File: src/sv/lbd_pkg.sv
package lbd_pkg;

    // Widths of the item fields and of the configuration port.
    localparam int PEC_W     = 8;
    localparam int DT_W      = 10;
    localparam int SUM_W     = 16;
    localparam int TIMER_W   = 16;
    localparam int ATT_W     = 8;
    localparam int STATE_W   = 3;
    localparam int CFG_IDX_W = 3;
    localparam int CFG_DAT_W = 16;

    // Register reset values.
    localparam logic [SUM_W-1:0]   BREAK_THR_RST  = 16'd25;
    localparam logic [SUM_W-1:0]   START_THR_RST  = 16'd5;
    localparam logic [TIMER_W-1:0] WINDOW_MS_RST  = 16'd4000;
    localparam logic [SUM_W-1:0]   VERIFY_THR_RST = 16'd0;
    localparam logic [ATT_W-1:0]   VERIFY_RDS_RST = 8'd8;
    localparam logic [TIMER_W-1:0] MASK_MS_RST    = 16'd1000;

    // Register indexes on the configuration port.
    localparam logic [CFG_IDX_W-1:0] CFG_BREAK_THR  = 3'd0;
    localparam logic [CFG_IDX_W-1:0] CFG_START_THR  = 3'd1;
    localparam logic [CFG_IDX_W-1:0] CFG_WINDOW_MS  = 3'd2;
    localparam logic [CFG_IDX_W-1:0] CFG_VERIFY_THR = 3'd3;
    localparam logic [CFG_IDX_W-1:0] CFG_VERIFY_RDS = 3'd4;
    localparam logic [CFG_IDX_W-1:0] CFG_MASK_MS    = 3'd5;

    typedef enum logic [STATE_W-1:0] {
        MODE_NORMAL  = 3'd0,
        MODE_BREAK   = 3'd1,
        MODE_VERIFY  = 3'd2,
        MODE_SUCCESS = 3'd3,
        MODE_FAILED  = 3'd4
    } mode_t;

    typedef struct packed {
        logic [SUM_W-1:0]   break_threshold;
        logic [SUM_W-1:0]   start_threshold;
        logic [TIMER_W-1:0] window_ms;
        logic [SUM_W-1:0]   verify_threshold;
        logic [ATT_W-1:0]   verify_reads;
        logic [TIMER_W-1:0] startup_mask_ms;
    } cfg_t;

    typedef struct packed {
        logic              func;
        logic [PEC_W-1:0]  pec_errors;
        logic [DT_W-1:0]   elapsed_ms;
    } item_t;

    typedef struct packed {
        logic               report_valid;
        logic [STATE_W-1:0] report_state;
        logic [ATT_W-1:0]   report_attempts;
        logic               report_recovered;
        logic               raise_fault;
        logic               clear_fault;
        logic               switch_to_line_b;
        logic               mask_expired;
        logic [STATE_W-1:0] current_state;
    } result_t;

endpackage

File: src/sv/lbd_cfg.sv
module lbd_cfg (
    input  logic                            clk,
    input  logic                            rst_n,
    input  logic                            cfg_wr_en,
    input  logic [lbd_pkg::CFG_IDX_W-1:0]   cfg_index,
    input  logic [lbd_pkg::CFG_DAT_W-1:0]   cfg_wr_data,
    output lbd_pkg::cfg_t                   cfg
);

    lbd_pkg::cfg_t cfg_reg;
    lbd_pkg::cfg_t cfg_next;

    always_comb
    begin
        cfg_next = cfg_reg;
        if (cfg_wr_en)
        begin
            unique case (cfg_index)
                lbd_pkg::CFG_BREAK_THR:  cfg_next.break_threshold  = cfg_wr_data;
                lbd_pkg::CFG_START_THR:  cfg_next.start_threshold  = cfg_wr_data;
                lbd_pkg::CFG_WINDOW_MS:  cfg_next.window_ms        = cfg_wr_data;
                lbd_pkg::CFG_VERIFY_THR: cfg_next.verify_threshold = cfg_wr_data;
                lbd_pkg::CFG_VERIFY_RDS:
                    cfg_next.verify_reads = cfg_wr_data[lbd_pkg::ATT_W-1:0];
                lbd_pkg::CFG_MASK_MS:    cfg_next.startup_mask_ms  = cfg_wr_data;
                default:                 cfg_next = cfg_reg;
            endcase
        end
    end

    always_ff @(posedge clk or negedge rst_n)
    begin
        if (!rst_n)
        begin
            cfg_reg.break_threshold  <= lbd_pkg::BREAK_THR_RST;
            cfg_reg.start_threshold  <= lbd_pkg::START_THR_RST;
            cfg_reg.window_ms        <= lbd_pkg::WINDOW_MS_RST;
            cfg_reg.verify_threshold <= lbd_pkg::VERIFY_THR_RST;
            cfg_reg.verify_reads     <= lbd_pkg::VERIFY_RDS_RST;
            cfg_reg.startup_mask_ms  <= lbd_pkg::MASK_MS_RST;
        end
        else
        begin
            cfg_reg <= cfg_next;
        end
    end

    assign cfg = cfg_reg;

endmodule

File: src/sv/lbd_core.sv
module lbd_core (
    input  logic                clk,
    input  logic                rst_n,
    input  logic                fire,
    input  lbd_pkg::item_t      item,
    input  lbd_pkg::cfg_t       cfg,
    output lbd_pkg::result_t    res
);

    lbd_pkg::mode_t                    mode_reg, mode_next;
    logic [lbd_pkg::SUM_W-1:0]         error_sum_reg, error_sum_next;
    logic                              window_open_reg, window_open_next;
    logic [lbd_pkg::TIMER_W-1:0]       window_left_reg, window_left_next;
    logic [lbd_pkg::TIMER_W-1:0]       mask_left_reg, mask_left_next;
    logic [lbd_pkg::ATT_W-1:0]         attempts_reg, attempts_next;
    logic                              recovered_reg, recovered_next;
    logic                              fail_latched_reg, fail_latched_next;

    logic [lbd_pkg::SUM_W:0]           sum_wide;
    logic [lbd_pkg::SUM_W-1:0]         sum_sat;
    logic [lbd_pkg::TIMER_W-1:0]       dt_ext;
    logic [lbd_pkg::TIMER_W-1:0]       win_dec;
    logic [lbd_pkg::TIMER_W-1:0]       mask_dec;

    // Saturating error sum and the two countdowns, which stop at zero.
    always_comb
    begin
        sum_wide = {1'b0, error_sum_reg}
                 + {{(lbd_pkg::SUM_W+1-lbd_pkg::PEC_W){1'b0}}, item.pec_errors};
        sum_sat  = sum_wide[lbd_pkg::SUM_W] ? {lbd_pkg::SUM_W{1'b1}}
                                            : sum_wide[lbd_pkg::SUM_W-1:0];
        dt_ext   = {{(lbd_pkg::TIMER_W-lbd_pkg::DT_W){1'b0}}, item.elapsed_ms};
        win_dec  = (window_left_reg > dt_ext) ? (window_left_reg - dt_ext) : '0;
        mask_dec = (mask_left_reg > dt_ext) ? (mask_left_reg - dt_ext) : '0;
    end

    always_comb
    begin
        mode_next         = mode_reg;
        error_sum_next    = error_sum_reg;
        window_open_next  = window_open_reg;
        window_left_next  = window_left_reg;
        mask_left_next    = mask_left_reg;
        attempts_next     = attempts_reg;
        recovered_next    = recovered_reg;
        fail_latched_next = fail_latched_reg;
        res               = '0;

        if (item.func)
        begin
            // Reinitialise: every count clears, the mask timer reloads and a normal-state report goes out.
            mode_next         = lbd_pkg::MODE_NORMAL;
            error_sum_next    = '0;
            window_open_next  = 1'b0;
            window_left_next  = '0;
            mask_left_next    = cfg.startup_mask_ms;
            attempts_next     = '0;
            recovered_next    = 1'b0;
            fail_latched_next = 1'b0;
            res.report_valid  = 1'b1;
        end
        else
        begin
            error_sum_next = sum_sat;
            mask_left_next = mask_dec;
            if (window_open_reg)
            begin
                window_left_next = win_dec;
            end

            unique case (mode_reg)
                lbd_pkg::MODE_NORMAL:
                begin
                    if (recovered_reg)
                    begin
                        error_sum_next = '0;
                    end
                    else if (!window_open_reg)
                    begin
                        if (sum_sat > cfg.start_threshold)
                        begin
                            window_open_next = 1'b1;
                            window_left_next = cfg.window_ms;
                        end
                        else
                        begin
                            error_sum_next = '0;
                        end
                    end
                    else if (win_dec == '0)
                    begin
                        if (sum_sat > cfg.break_threshold)
                        begin
                            mode_next       = lbd_pkg::MODE_BREAK;
                            res.raise_fault = 1'b1;
                        end
                        error_sum_next   = '0;
                        window_open_next = 1'b0;
                    end
                end
                lbd_pkg::MODE_BREAK:
                begin
                    res.report_valid     = 1'b1;
                    res.switch_to_line_b = 1'b1;
                    error_sum_next       = '0;
                    mode_next            = lbd_pkg::MODE_VERIFY;
                end
                lbd_pkg::MODE_VERIFY:
                begin
                    res.report_valid = 1'b1;
                    if (attempts_reg >= cfg.verify_reads)
                    begin
                        mode_next = lbd_pkg::MODE_FAILED;
                    end
                    else
                    begin
                        error_sum_next = '0;
                        if (!(sum_sat > cfg.verify_threshold))
                        begin
                            mode_next      = lbd_pkg::MODE_SUCCESS;
                            recovered_next = 1'b1;
                        end
                        attempts_next = attempts_reg
                                      + {{(lbd_pkg::ATT_W-1){1'b0}}, 1'b1};
                    end
                end
                lbd_pkg::MODE_SUCCESS:
                begin
                    res.report_valid = 1'b1;
                    res.clear_fault  = 1'b1;
                    mode_next        = lbd_pkg::MODE_NORMAL;
                end
                lbd_pkg::MODE_FAILED:
                begin
                    if (!fail_latched_reg)
                    begin
                        res.report_valid  = 1'b1;
                        recovered_next    = 1'b0;
                        fail_latched_next = 1'b1;
                    end
                    error_sum_next = '0;
                end
                default:
                begin
                    mode_next = mode_reg;
                end
            endcase

            // The report carries the state as it stood before this step.
            if (res.report_valid)
            begin
                res.report_state     = mode_reg;
                res.report_attempts  = attempts_reg;
                res.report_recovered = recovered_reg;
            end
        end

        res.mask_expired  = (mask_left_next == '0);
        res.current_state = mode_next;
    end

    always_ff @(posedge clk or negedge rst_n)
    begin
        if (!rst_n)
        begin
            mode_reg         <= lbd_pkg::MODE_NORMAL;
            error_sum_reg    <= '0;
            window_open_reg  <= 1'b0;
            window_left_reg  <= '0;
            mask_left_reg    <= lbd_pkg::MASK_MS_RST;
            attempts_reg     <= '0;
            recovered_reg    <= 1'b0;
            fail_latched_reg <= 1'b0;
        end
        else if (fire)
        begin
            mode_reg         <= mode_next;
            error_sum_reg    <= error_sum_next;
            window_open_reg  <= window_open_next;
            window_left_reg  <= window_left_next;
            mask_left_reg    <= mask_left_next;
            attempts_reg     <= attempts_next;
            recovered_reg    <= recovered_next;
            fail_latched_reg <= fail_latched_next;
        end
    end

endmodule

File: src/sv/link_break_detect_recover_fsm.sv
// Link break detector and recoverer for a daisy-chained serial link.
// Input channel (in_valid/in_ready): one item per periodic step, carrying
// func (0 step, 1 reinitialise), pec_errors and elapsed_ms.
// Output channel (out_valid/out_ready): exactly one result item per input
// item, in order, with the report fields, the fault and line-switch pulses,
// the startup mask flag and the state after the step.
// An accepted item is held in the input register; when the result register is
// free or is being emptied, the step logic writes it, and out_valid comes from
// the result register. One item per clock is sustained while the receiver
// takes every result: the input register is refilled in the same cycle that it
// hands its item on.
// When the receiver stalls, the result register holds its item, the input
// register holds the next one, and in_ready falls only once both are full.
// Configuration registers are written through cfg_wr_en/cfg_index/cfg_wr_data
// at any edge; an index beyond the last register is ignored. They should be
// changed only while the block is idle.
// Reset (rst_n, asynchronous, active low) empties both registers, returns the
// state machine to normal with all counts cleared, loads the startup mask
// timer with its reset value and restores every configuration register.
module link_break_detect_recover_fsm (
    input  logic                            clk,
    input  logic                            rst_n,

    input  logic                            cfg_wr_en,
    input  logic [lbd_pkg::CFG_IDX_W-1:0]   cfg_index,
    input  logic [lbd_pkg::CFG_DAT_W-1:0]   cfg_wr_data,

    input  logic                            in_valid,
    output logic                            in_ready,
    input  logic                            func,
    input  logic [lbd_pkg::PEC_W-1:0]       pec_errors,
    input  logic [lbd_pkg::DT_W-1:0]        elapsed_ms,

    output logic                            out_valid,
    input  logic                            out_ready,
    output logic                            report_valid,
    output logic [lbd_pkg::STATE_W-1:0]     report_state,
    output logic [lbd_pkg::ATT_W-1:0]       report_attempts,
    output logic                            report_recovered,
    output logic                            raise_fault,
    output logic                            clear_fault,
    output logic                            switch_to_line_b,
    output logic                            mask_expired,
    output logic [lbd_pkg::STATE_W-1:0]     current_state
);

    lbd_pkg::cfg_t      cfg;
    lbd_pkg::item_t     item_reg;
    logic               item_vld_reg;
    lbd_pkg::result_t   step_res;
    lbd_pkg::result_t   res_reg;
    logic               res_vld_reg;
    logic               fire;
    logic               accept;

    // The step fires when an item waits and the result register is free or
    // is being emptied in this cycle.
    assign fire     = item_vld_reg && (!res_vld_reg || out_ready);
    assign in_ready = !item_vld_reg || fire;
    assign accept   = in_valid && in_ready;

    lbd_cfg u_cfg (
        .clk         (clk),
        .rst_n       (rst_n),
        .cfg_wr_en   (cfg_wr_en),
        .cfg_index   (cfg_index),
        .cfg_wr_data (cfg_wr_data),
        .cfg         (cfg)
    );

    // Input register: payload needs no reset.
    always_ff @(posedge clk or negedge rst_n)
    begin
        if (!rst_n)
        begin
            item_vld_reg <= 1'b0;
        end
        else if (in_ready)
        begin
            item_vld_reg <= in_valid;
        end
    end

    always_ff @(posedge clk)
    begin
        if (accept)
        begin
            item_reg.func       <= func;
            item_reg.pec_errors <= pec_errors;
            item_reg.elapsed_ms <= elapsed_ms;
        end
    end

    lbd_core u_core (
        .clk   (clk),
        .rst_n (rst_n),
        .fire  (fire),
        .item  (item_reg),
        .cfg   (cfg),
        .res   (step_res)
    );

    // Result register.
    always_ff @(posedge clk or negedge rst_n)
    begin
        if (!rst_n)
        begin
            res_vld_reg <= 1'b0;
        end
        else if (fire)
        begin
            res_vld_reg <= 1'b1;
        end
        else if (out_ready)
        begin
            res_vld_reg <= 1'b0;
        end
    end

    always_ff @(posedge clk)
    begin
        if (fire)
        begin
            res_reg <= step_res;
        end
    end

    assign out_valid        = res_vld_reg;
    assign report_valid     = res_reg.report_valid;
    assign report_state     = res_reg.report_state;
    assign report_attempts  = res_reg.report_attempts;
    assign report_recovered = res_reg.report_recovered;
    assign raise_fault      = res_reg.raise_fault;
    assign clear_fault      = res_reg.clear_fault;
    assign switch_to_line_b = res_reg.switch_to_line_b;
    assign mask_expired     = res_reg.mask_expired;
    assign current_state    = res_reg.current_state;

endmodule

File: config.mk
export PLATFORM = sky130hd
export DESIGN_NAME = link_break_detect_recover_fsm
export DESIGN_NICKNAME = d
export VERILOG_FILES = /design/src/sv/lbd_pkg.sv /design/src/sv/lbd_cfg.sv /design/src/sv/lbd_core.sv /design/src/sv/link_break_detect_recover_fsm.sv
export SDC_FILE = /design/constraint.sdc
export NUM_CORES = 1
export LEC_CHECK = 0
export BUFFER_PORTS_ARGS = -buffer_cell sky130_fd_sc_hd__buf_4
export CORE_UTILIZATION = 55
export CTS_CLUSTER_DIAMETER = 200
export DETAILED_ROUTE_END_ITERATION = 6
export PLACE_DENSITY_LB_ADDON = 0.15
export SYNTH_ARGS = -nofsm -noshare
export SYNTH_HDL_FRONTEND = slang
export SYNTH_HIERARCHICAL = 1
export SYNTH_SLANG_ARGS = --single-unit
File: constraint.sdc
create_clock -name clk -period 4.3 [get_ports clk]
set_input_delay 0 -clock clk [delete_from_list [all_inputs] [get_ports clk]]
set_output_delay 0 -clock clk [all_outputs]
set_load 0.02 [all_outputs]
Yosys cells after proc, flatten, opt, wreduce, memory -nomap -nowiden. Index checks and enable logic that the tools add are counted.

Add/subtract/negate cells: 4. $lt $le $gt $ge: 6. Equal/unequal tests: 14. Multiplexer cells: 49. Bitwise logic cells: 4. Reduce and logical (&&, ||, !) cells: 29.

Operator list (count): two-way mux 16 bit (16); greater-than comparator 16 bit (3); case mux 16 bit (3 select lines) (1); greater-than comparator 16 x 10 -> 1 bit (2); zero test 16 bit (2); subtractor 16 x 10 -> 16 bit (2); two-way mux 8 bit (3); two-way mux 3 bit (7); two-way mux 1 bit (19); adder 16 x 8 -> 17 bit (1); AND reduction 2 bit (7); equality test 3 x 2 -> 1 bit, second input constant (4); case mux 3 bit (4 select lines) (1); equality test 3 bit, second input constant (3); inequality test 3 bit, second input constant (3); adder 8 x 1 -> 8 bit, second input constant (1); greater-or-equal comparator 8 bit (1); nonzero test 2 bit (4); equality test 3 x 1 -> 1 bit, second input constant (2); zero test 3 bit (2); AND reduction 3 bit (2); AND reduction 5 bit (1); OR reduction 5 bit (1); inequality test 2 bit, second input constant (2); 8 further kinds (16).

Register bits: 191. Input bits: 43. Output and inout bits: 22. Logic and storage cells: 134.

Longest topological paths before layout. Gate-level depths: netlist (run 1).

Depth in word-level cells: 9. Depth in mapped cells: 20. Mapped depth without buffers: 20.

Cells and area by module. The synthesis (run 1) kept the hierarchy.

By module, submodules not included: lbd_core (times used 1, cells each 829, area each 6541.3 sq um, seq. area each 1559.0 sq um); lbd_cfg (times used 1, cells each 191, area each 3387.0 sq um, seq. area each 2224.6 sq um); link_break_detect_recover_fsm (times used 1, cells each 47, area each 1275.0 sq um, seq. area each 1221.2 sq um).

Least setup slack after synthesis (run 1). OpenSTA, ideal clock, no wires.

Kind: reg-to-reg. From: reg item_reg[10] (netlist bit). To: reg u_core/window_left_reg[12] (netlist bit). Library setup time: 0.121 ns. Arrival time: 4.511 ns. Data required time: 4.179 ns. Setup slack: -0.333 ns. Cell stages (with the launch flop): 21. Path buffers: 3. Period minus slack after synthesis: 4.633 ns. Cell sequence: edfxtp_1 ha_1 fa_1 a21o_1 a21oi_1 nor2b_1 o21a_1 o41ai_2 or3_1 clkbuf_1 o21ai_0 ha_1 nand4_1 a21oi_1 o32ai_1 a31oi_1 and2_1 clkbuf_1 clkbuf_1 o21ai_0 o2bb2ai_1.

Longest elaborated chain between the ends: 8.

Ends and longest elaborated chain: from (decl) (RTL line link_break_detect_recover_fsm.sv:48) `lbd_pkg::item_t item_reg;`; adder 16 x 8 -> 17 bit (RTL line lbd_core.sv:29) `+ {{(lbd_pkg::SUM_W+1-lbd_pkg::PEC_W){1'b0}}, item.pec_errors};`; two-way mux 16 bit (RTL line lbd_core.sv:30) `sum_sat = sum_wide[lbd_pkg::SUM_W] ? {lbd_pkg::SUM_W{1'b1}}`; greater-than comparator 16 bit (RTL line lbd_core.sv:80) `if (sum_sat > cfg.start_threshold)`; two-way mux 16 bit (RTL line lbd_core.sv:80); two-way mux 16 bit (RTL line lbd_core.sv:78) `else if (!window_open_reg)`; two-way mux 16 bit (RTL line lbd_core.sv:74) `if (recovered_reg)`; two-way mux 16 bit (RTL line lbd_core.sv:71) `unique case (mode_reg)`; two-way mux 16 bit (RTL line lbd_core.sv:49) `if (item.func)`; to (signal assigned) (RTL line lbd_core.sv:180) `window_left_reg <= window_left_next;`; to (decl) (RTL line lbd_core.sv:13) `logic [lbd_pkg::TIMER_W-1:0] window_left_reg, window_left_next;`.

Every way passes these cells. A chain may end at the register's enable or synchronous reset.

Worst setup path in the final report (run 1).
From: reg item_reg[10] (netlist bit). To: reg u_core/error_sum_reg[1] (netlist bit).

Longest elaborated chain between the ends: 8. Elaborated cells on any way between the ends: 10. Classes of those cells: 1 x add/sub; 1 x order compare; 8 x mux.

Ends and longest elaborated chain: adder 16 x 8 -> 17 bit (*) (RTL line lbd_core.sv:29); two-way mux 16 bit (*) (RTL line lbd_core.sv:30); greater-than comparator 16 bit (RTL line lbd_core.sv:80); two-way mux 16 bit (RTL line lbd_core.sv:80); two-way mux 16 bit (RTL line lbd_core.sv:78); two-way mux 16 bit (RTL line lbd_core.sv:74); case mux 16 bit (3 select lines) (*) (RTL line lbd_core.sv:71); two-way mux 16 bit (*) (RTL line lbd_core.sv:49); to (signal assigned) (RTL line lbd_core.sv:178) `error_sum_reg <= error_sum_next;`; to (decl) (RTL line lbd_core.sv:11) `logic [lbd_pkg::SUM_W-1:0] error_sum_reg, error_sum_next;`.

Every way passes the cells marked *; elsewhere a longest branch is shown, timed or not.

==> results.toml, run 1 <==
[status]
outcome = "finished with violations"
failed_checks = "negative setup slack"

[cts]
cts_buffers = 17
path_clk_slew_ns = 0.07
cts_sinks = 191
tritoncts = "done"
cts-root-buf = "clkbuf_16"
cts_max_level = 4
cts_max_path_buffers = 2
clk_latency_ns = 0.44

[layout]
layout.cells.non_filler = 1505
final_common_cell = "buf_4"
final_cell_mix = "buf_4 (131), dfrtp_1 (128), mux2_2 (90), ha_1 (78), inv_1 (76)"
largest_reg_flops = 88
ff_latch_area_um2 = 5005
syn2layout_area_growth_pct = 22.59
final_layout_size_suffix_gt1_share_pct = 29.84
antenna_cells = 0
nNetsFinal = 1358
multiInputGateArea_um2 = 6081
nFillCells = 1470

[floorplan]
core_area_um2 = 19720
rows = 51
fp.dieH_um = 144.7
die_width_um = 144.7
dieArea_um2 = 20940
start_util_pct = 56.82
io_pins = 65

[synth]
ys_ff_latch = 191
synthArstFlopShare_pct = 79.58
synthesis.area_um2 = 11200
synth_area_leaders = "dfrtp_1 (29%), edfxtp_1 (10%), ha_1 (9.5%), mux2_2 (9.1%), dfstp_2 (5.6%)"
synth_edf_count = 39
yosys_warnings = 6
syn_inst = 1067
synth_ff_type = "dfrtp_1"
yosysTopAreaCell = "dfrtp_1"
syn_avg_cell_area_um2 = 10.50
synth_top_area_share_pct = 28.59
synth_cell_types = 79
synth_nets = 1198
ys_seq_area_share_pct = 44.67

[global_route]
grtUsageTotal_pct = 29.41
grt_pass1_wl_um = 45980
grt_pass1_vias = 8745
antenna_found_initial = 0
grt_max_degree = 75
grt_overflow = 0

[setup_path]
r2r_slack_ns = -0.19
end_kind = "flip-flop"
required_ns = 4.63
path_class = "reg2reg"
startpoint = "item_reg[10]"
cp.arrival_ns = 4.82
r2r_cells = 18
rr_startpoint = "item_reg[10]"
start_kind = "flip-flop"
cp_max_fo = 7
reg2reg_to = "u_core/error_sum_reg[1]"

[hold_path]
hp-class = "in2async"

[route]
vias = 9079
ant_nets = 0
drc_errors = 0
viasPerCell = 6.033
drt_wl_total_um = 29590
drt_iter0_markers = 734
drt-pass1-iter-count = 5
avgRoutedWirePerCell_um = 19.66

[timing]
rsz0062_at_grt = "true"
setup_viol = 34
fin_crit_ns = 4.492
fin_skew_ns = 0.01081
timing_hold_violations_final = 0
worstMarginPinSlew_ns = 1.053
fmax_mhz = 222.6
relSlewSlack_pct = 29.39
period_share_pct = 104.5
slew_viol_final = 0
fin_ws_ns = -0.1919

[placement]
port_buffers = 64
dp_hpwl_um = 20260
dpl.cell_count = 1424
routabilityCongestion = 0.9297
place_ws_ns = -0.3954

[job]
max-cap-violations = 0

[power_and_ir_drop]
peakVddDrop_uv = 299.4
p_leak_nw = 6.155
power.density_nw_per_um2 = 405.6
how the worst max path moves through the flow:
stage                                    end  slack (ns)  cells after the start
CTS                  u_core/error_sum_reg[1]       -0.04                     18
global route         u_core/error_sum_reg[1]       -0.33                     18
floorplan           u_core/error_sum_reg[10]       0.001                     19
finish               u_core/error_sum_reg[1]       -0.19                     18
global placement    u_core/error_sum_reg[15]       -0.27                     19
detailed placement  u_core/error_sum_reg[15]       -0.40                     19
metrics by stage:
step / utilization [%] / total power, mW / setup TNS (ns) / hold slack (ns) / cell area, um^2
4_1_cts: 68.42 / 5.520 / -0.2444 / 0.1645 / 13490
5_1_grt: 69.66 / 5.866 / -9.330 / 0.1836 / 13730
3_3_place_gp: 62.73 / 3.901 / -6.725 / 0.07255 / 12370
2_1_floorplan: - / 3.467 / 0 / -0.2956 / 11260
3_5_place_dp: 62.73 / 3.951 / -9.916 / 0.08053 / 12370
6_report: 69.66 / 5.570 / -4.291 / 0.1471 / 13730
worst max-delay path, cell delays in order, from the launching register on:
cell and delay, ns:
edfxtp_1 0.38, ha_2 0.21, fa_2 0.35, a21o_1 0.18, a21oi_2 0.13, nor2b_1 0.06
o21a_1 0.20, o41ai_4 0.44, nand3b_1 0.20, mux2_4 0.33, ha_4 0.28, nand4_1 0.14
or4_1 0.52, o22ai_2 0.15, a31oi_4 0.08, nor2_4 0.16, a211oi_4 0.07, a21o_4 0.28
a22o_2 0.23
Yosys cell counts, drive strengths merged, types with 5 or more instances:
cell type,count
a211oi,8
and4,6
and3,6
inv,76
nor2,59
nor2b,18
o21a,16
ha,85
edfxtp,39
o31ai,7
a22o,15
nand3b,5
or4,5
o21ai,79
clkbuf,25
o211ai,6
buf,14
nor3,19
a221oi,5
a21oi,70
nand2,70
nand4,19
mux2,92
nor4,8
nand3,10
a31oi,8
nand2b,14
dfrtp,128
and2,12
xnor2,18
xor2,11
a21o,18
a22oi,8
or3,7
dfstp,24
cell type report:
type                    instances  share of cell area (%)
inverters                      77                   2.104
repair buffers                179                   10.74
multi-input cells             761                   44.27
clock buffers                  21                   3.434
flip-flops and latches        191                   36.44
clock inverters                11                  0.5921
well taps                     265                   2.414
what timing repair did:
action,in CTS,in global routing
hold buffers,39,0
pin swaps,33,28
resized for setup,30,58
endpoints found under the hold margin,171,0
gates cloned,1,0
setup endpoints to repair,36,36
buffers inserted,7,4
cells by family (layout without fill, tap and decap cells):
group | count (synthesis) | after routing | synth area share [%]
xor+xnor | 29 | 29 | 2.267
buf+inv | 116 | 288 | 4.423
fa+ha+maj | 88 | 88 | 10.03
flops | 191 | 191 | 44.67
compound gates | 280 | 281 | 16.31
simple gates | 269 | 269 | 12.88
mux | 94 | 94 | 9.426
metal layers:
layer,share of wire (%),track usage (%)
met2,48,47.82
met5,0,0
met3,6.0,5.002
met1,43,39.37
met4,2.7,11.08
power breakdown:
part | leakage [nW] | switching, mW | internal (mW)
Sequential | 2.26 | 0.204 | 2.18
Clock | 0.272 | 0.714 | 0.796
Combinational | 3.62 | 0.907 | 0.769
Total | 6.15 | 1.83 | 3.75
(Power assumes the default switching activity.)
==> inputs of run 2 (changes only) <==
--- a/config.mk
+++ b/config.mk
@@ -6,6 +6,7 @@
 export NUM_CORES = 1
 export LEC_CHECK = 0
 export BUFFER_PORTS_ARGS = -buffer_cell sky130_fd_sc_hd__buf_4
+export CORE_ASPECT_RATIO = 0.8
 export CORE_UTILIZATION = 55
 export CTS_CLUSTER_DIAMETER = 200
 export DETAILED_ROUTE_END_ITERATION = 6
==> results.toml, run 2 (synthesis results as in run 1) <==
[layout]
syn2layout_area_growth_pct = 22.66
final_cell_mix = "buf_4 (128), dfrtp_1 (127), mux2_2 (90), ha_1 (77), inv_1 (76)"
ff_latch_area_um2 = 5006
layout.cells.non_filler = 1501
antenna_cells = 0
final_layout_size_suffix_gt1_share_pct = 29.67
nNetsFinal = 1355
nFillCells = 1514
largest_reg_flops = 88
fin_area_um2 = 13740
multiInputGateArea_um2 = 6092
final_common_cell = "buf_4"

[timing]
timing_hold_violations_final = 0
fin_crit_ns = 4.479
worstMarginPinSlew_ns = 1.156
fin_ws_ns = -0.1786
fmax_mhz = 223.3
rsz0062_at_grt = "true"
relSlewSlack_pct = 22.49
slew_viol_final = 0
setup_viol = 26
period_share_pct = 104.2
fin_skew_ns = 0.01269

[placement]
dpl.cell_count = 1417
port_buffers = 64
routabilityCongestion = 0.9514
dp_hpwl_um = 20680
dpl_cell_area_um2 = 12320

[floorplan]
core_area_um2 = 19910
dieArea_um2 = 20950
die_width_um = 161.6
io_pins = 65
start_util_pct = 56.26
fp.dieH_um = 129.7
rows = 46

[cts]
cts_max_level = 4
clk_latency_ns = 0.44
cts_sinks = 191
tritoncts = "done"
path_clk_slew_ns = 0.07
cts_buffers = 17
cts_max_path_buffers = 2
cts-root-buf = "clkbuf_16"

[power_and_ir_drop]
power.switching_mw = 1.872
power_mw = 5.612
clockPowerShare_pct = 27.8
p_sw_share_pct = 33.36
p_int_mw = 3.740
pwr-share-comb_pct = 29.8
power.density_nw_per_um2 = 408.4
p_leak_nw = 6.173
peakVddDrop_uv = 300.0
power_frac_seq_pct = 42.5

[setup_path]
r2r_cells = 20
rr_startpoint = "u_core/error_sum_reg[0]"
cp.arrival_ns = 4.80
path_class = "reg2reg"
reg2reg_to = "u_core/error_sum_reg[15]"
r2r_slack_ns = -0.18
required_ns = 4.63
start_kind = "flip-flop"
end_kind = "flip-flop"
cp_max_fo = 7

[global_route]
grt_max_degree = 61
grt_overflow = 0
antenna_found_initial = 0
grtUsageTotal_pct = 29.25
grt_pass1_wl_um = 46760
grt_pass1_vias = 8683

[route]
avgRoutedWirePerCell_um = 19.87
drt_wl_total_um = 29820
drt_iter0_markers = 807
ant_nets = 0
viasPerCell = 6.038
drt-pass1-iter-count = 5
drc_errors = 0
vias = 9063

[status]
failed_checks = "negative setup slack"
outcome = "finished with violations"

[hold_path]
hp-class = "in2async"

[job]
max-cap-violations = 0
run 2: power groups by stage:
stage / Clock, mW / Sequential [mW] / Combinational [mW]
4_1_cts: 1.59 / 2.38 / 1.61
3_3_place_gp: 0 / 2.40 / 1.51
3_5_place_dp: 0 / 2.41 / 1.53
6_report: 1.56 / 2.38 / 1.67
2_1_floorplan: 0 / 2.35 / 1.12
5_1_grt: 1.65 / 2.42 / 1.85
run 2: through the flow:
step | hold slack, ns | utilization, % | setup TNS, ns | worst slack (ns)
floorplan | -0.2956 | - | 0 | 0.001475
global placement | 0.02423 | 61.88 | -4.212 | -0.1936
detailed placement | 0.02209 | 61.88 | -8.484 | -0.3414
CTS | 0.1186 | 67.93 | -1.405 | -0.09669
global route | 0.1699 | 69.01 | -7.791 | -0.3246
finish | 0.1092 | 69.01 | -2.149 | -0.1786
run 2: worst max-delay path: stages, from the launching register on:
cell and delay, ns:
dfrtp_1 0.39, ha_2 0.21, fa_2 0.36, a21o_1 0.18
a21oi_2 0.15, nor2b_1 0.06, o21a_1 0.21, o41ai_4 0.23
buf_4 0.19, nand3b_1 0.13, mux2_4 0.32, ha_4 0.27
nand4_1 0.14, or4_4 0.46, o22ai_4 0.14, a31oi_4 0.08
nor2_4 0.17, a211oi_4 0.08, a21o_4 0.29, a21oi_1 0.20
nor2_1 0.08
run 2: cell type report:
cell class / count / share of cell area [%]
multi-input cells: 761 / 44.33
inverters: 77 / 2.103
clock buffers: 19 / 3.305
flip-flops and latches: 191 / 36.43
clock inverters: 13 / 0.8559
repair buffers: 176 / 10.57
well taps: 264 / 2.404
run 2: what timing repair did:
item / CTS / global route
setup endpoints to repair: 36 / 37
pin swaps: 51 / 33
endpoints found under the hold margin: 167 / 0
cloned: 1 / 0
hold buffers: 39 / 0
setup buffers: 5 / 8
gates resized for setup: 42 / 50
run 2: how the worst max path moves through the flow:
stage               cells past startpoint                  endpoint                    start  slack, ns
floorplan                              19  u_core/error_sum_reg[10]  u_core/error_sum_reg[0]      0.001
global placement                       19   u_core/error_sum_reg[3]  u_core/error_sum_reg[0]      -0.19
detailed placement                     20  u_core/error_sum_reg[15]  u_core/error_sum_reg[0]      -0.34
CTS                                    20   u_core/error_sum_reg[2]  u_core/error_sum_reg[0]       -0.1
global route                           21  u_core/error_sum_reg[15]  u_core/error_sum_reg[0]      -0.32
finish                                 20  u_core/error_sum_reg[15]  u_core/error_sum_reg[0]      -0.18
run 2: layer usage:
metal	up-vias	routed length, um	track usage (%)
li1	4230	-	-
met1	4471	14040	42.27
met2	309	13370	45.11
met3	53	1786	4.770
met4	0	630	9.489
met5	-	0	0
==> inputs of run 3 (changes only) <==
--- a/config.mk
+++ b/config.mk
@@ -8,6 +8,7 @@
 export BUFFER_PORTS_ARGS = -buffer_cell sky130_fd_sc_hd__buf_4
 export CORE_ASPECT_RATIO = 0.8
 export CORE_UTILIZATION = 55
+export CTS_BUF_LIST = sky130_fd_sc_hd__clkbuf_4
 export CTS_CLUSTER_DIAMETER = 200
 export DETAILED_ROUTE_END_ITERATION = 6
 export PLACE_DENSITY_LB_ADDON = 0.15
==> results.toml, run 3 (synthesis results as in run 1) <==
[setup_path]
startpoint = "u_core/error_sum_reg[0]"
required_ns = 4.80
cp_max_fo = 7
reg2reg_to = "u_core/error_sum_reg[12]"
r2r_slack_ns = -0.27
r2r_cells = 21
end_kind = "flip-flop"
cp.arrival_ns = 5.07
rr_startpoint = "u_core/error_sum_reg[0]"
worstSetupEndpoint = "u_core/error_sum_reg[12]"
start_kind = "flip-flop"
path_class = "reg2reg"

[layout]
nFillCells = 1596
fin_util_pct = 67.57
syn2layout_area_growth_pct = 20.11
final_common_cell = "buf_4"
largest_reg_flops = 88
final_layout_size_suffix_gt1_share_pct = 28.65
multiInputGateArea_um2 = 6047
nNetsFinal = 1357
ff_latch_area_um2 = 5005
final_cell_mix = "buf_4 (130), dfrtp_1 (128), mux2_2 (90), ha_1 (79), inv_1 (76)"

[route]
drt_iter0_markers = 858
viasPerCell = 5.965
ant_nets = 0
vias = 8971
drc_errors = 0
drt_wl_total_um = 29350
avgRoutedWirePerCell_um = 19.51
drt-pass1-iter-count = 5

[status]
outcome = "finished with violations"
failed_checks = "negative setup slack"

[hold_path]
hold_depth = 4
hp-class = "in2reg"

[cts]
cts_max_path_buffers = 2
clk_latency_ns = 0.60
cts_buffers = 17
path_clk_slew_ns = 0.17
cts_max_level = 4
cts-root-buf = "clkbuf_4"
tritoncts = "done"
cts_sinks = 191

[job]
max-cap-violations = 0

[timing]
fin_tns_setup_ns = -5.681
fin_ws_ns = -0.2705
rsz0062_at_grt = "true"
worstMarginPinSlew_ns = 1.347
timing_hold_violations_final = 0
fin_crit_ns = 4.570
period_share_pct = 106.3
slew_viol_final = 0
relSlewSlack_pct = 9.686
fin_skew_ns = 0.02967
setup_viol = 35
fmax_mhz = 218.8

[floorplan]
core_area_um2 = 19910
start_util_pct = 56.26
die_width_um = 161.6
fp.dieH_um = 129.7
io_pins = 65
rows = 46
dieArea_um2 = 20950

[global_route]
grtUsageTotal_pct = 28.52
grt_pass1_wl_um = 45570
antenna_found_initial = 1
grt_overflow = 0
grt_max_degree = 53
grt_pass1_vias = 8449

[power_and_ir_drop]
power.density_nw_per_um2 = 374.2
peakVddDrop_uv = 304.6
p_leak_nw = 6.062

[placement]
routabilityCongestion = 0.9514
dp_hpwl_um = 20680
port_buffers = 64
[run 3: cell count changes in the layout (fill, tap and decap cells not counted), sizes merged]
cell         previous run  this run
bufinv                  0         1
diode                   0         1
dlygate4sd3            39        40
[run 3: worst min-delay path by stage]
stage,start,end,slack (ns)
CTS,cfg_index[1],u_cfg/cfg[17],0.01
finish,cfg_index[1],u_cfg/cfg[17],0.04
floorplan,rst_n,item_vld_reg,-0.30
global placement,rst_n,u_cfg/cfg[27],0.02
global route,cfg_index[1],u_cfg/cfg[17],0.01
detailed placement,rst_n,u_cfg/cfg[28],0.02
[run 3: metrics by stage]
stage	cells	setup slack (ns)	area, um^2	total power, mW	hold slack, ns
3_5_place_dp	1417	-0.3414	12320	3.943	0.02209
6_report	1504	-0.2705	13460	5.036	0.03706
5_1_grt	1504	-0.4439	13460	5.337	0.01183
4_1_cts	1491	-0.1038	13160	4.996	0.009662
2_1_floorplan	1067	0.001475	11260	3.467	-0.2956
3_3_place_gp	1417	-0.1936	12320	3.910	0.02423
[run 3: layout make-up]
type,instances,area share [%]
Clock buffer,18,1.004
Timing Repair Buffer,178,11.15
Antenna cell,1,0.01860
Tap cell,264,2.455
Multi-Input combinational cell,761,44.94
Inverter,77,2.148
Clock inverter,14,1.097
Sequential cell,191,37.19
[run 3: critical path, stage by stage (launching register included)]
cell	delay, ns
dfrtp_1	0.42
ha_2	0.21
fa_2	0.36
a21o_1	0.18
a21oi_2	0.16
nor2b_1	0.06
o21a_1	0.21
o41ai_4	0.24
buf_4	0.20
or2_4	0.13
nor2_2	0.05
or2_4	0.28
ha_4	0.28
nand2_4	0.06
or4_4	0.55
o22ai_4	0.14
a31oi_4	0.08
nor2_4	0.16
a211oi_4	0.07
buf_4	0.17
a21o_4	0.25
a22o_1	0.21
[run 3: where the power goes]
group          switching [mW]  internal (mW)
Sequential              0.198           2.18
Clock                   0.688          0.319
Combinational           0.898          0.757
Total                    1.78           3.25
[run 3: layer usage]
layer / vias up / track usage (%) / share of wire [%]
met4: 0 / 9.267 / 2.3
met2: 326 / 42.90 / 44
met3: 40 / 4.802 / 6.8
met1: 4384 / 41.99 / 47
met5: - / 0 / 0
li1: 4221 / - / -
[run 3: what timing repair did]
item / in CTS / in global routing
hold endpoints to repair: 204 / 0
gates cloned: 0 / 2
hold buffers: 41 / 0
pin swaps: 9 / 36
gates resized for setup: 28 / 49
buffers inserted: 1 / 10
endpoints found under the setup margin: 36 / 37
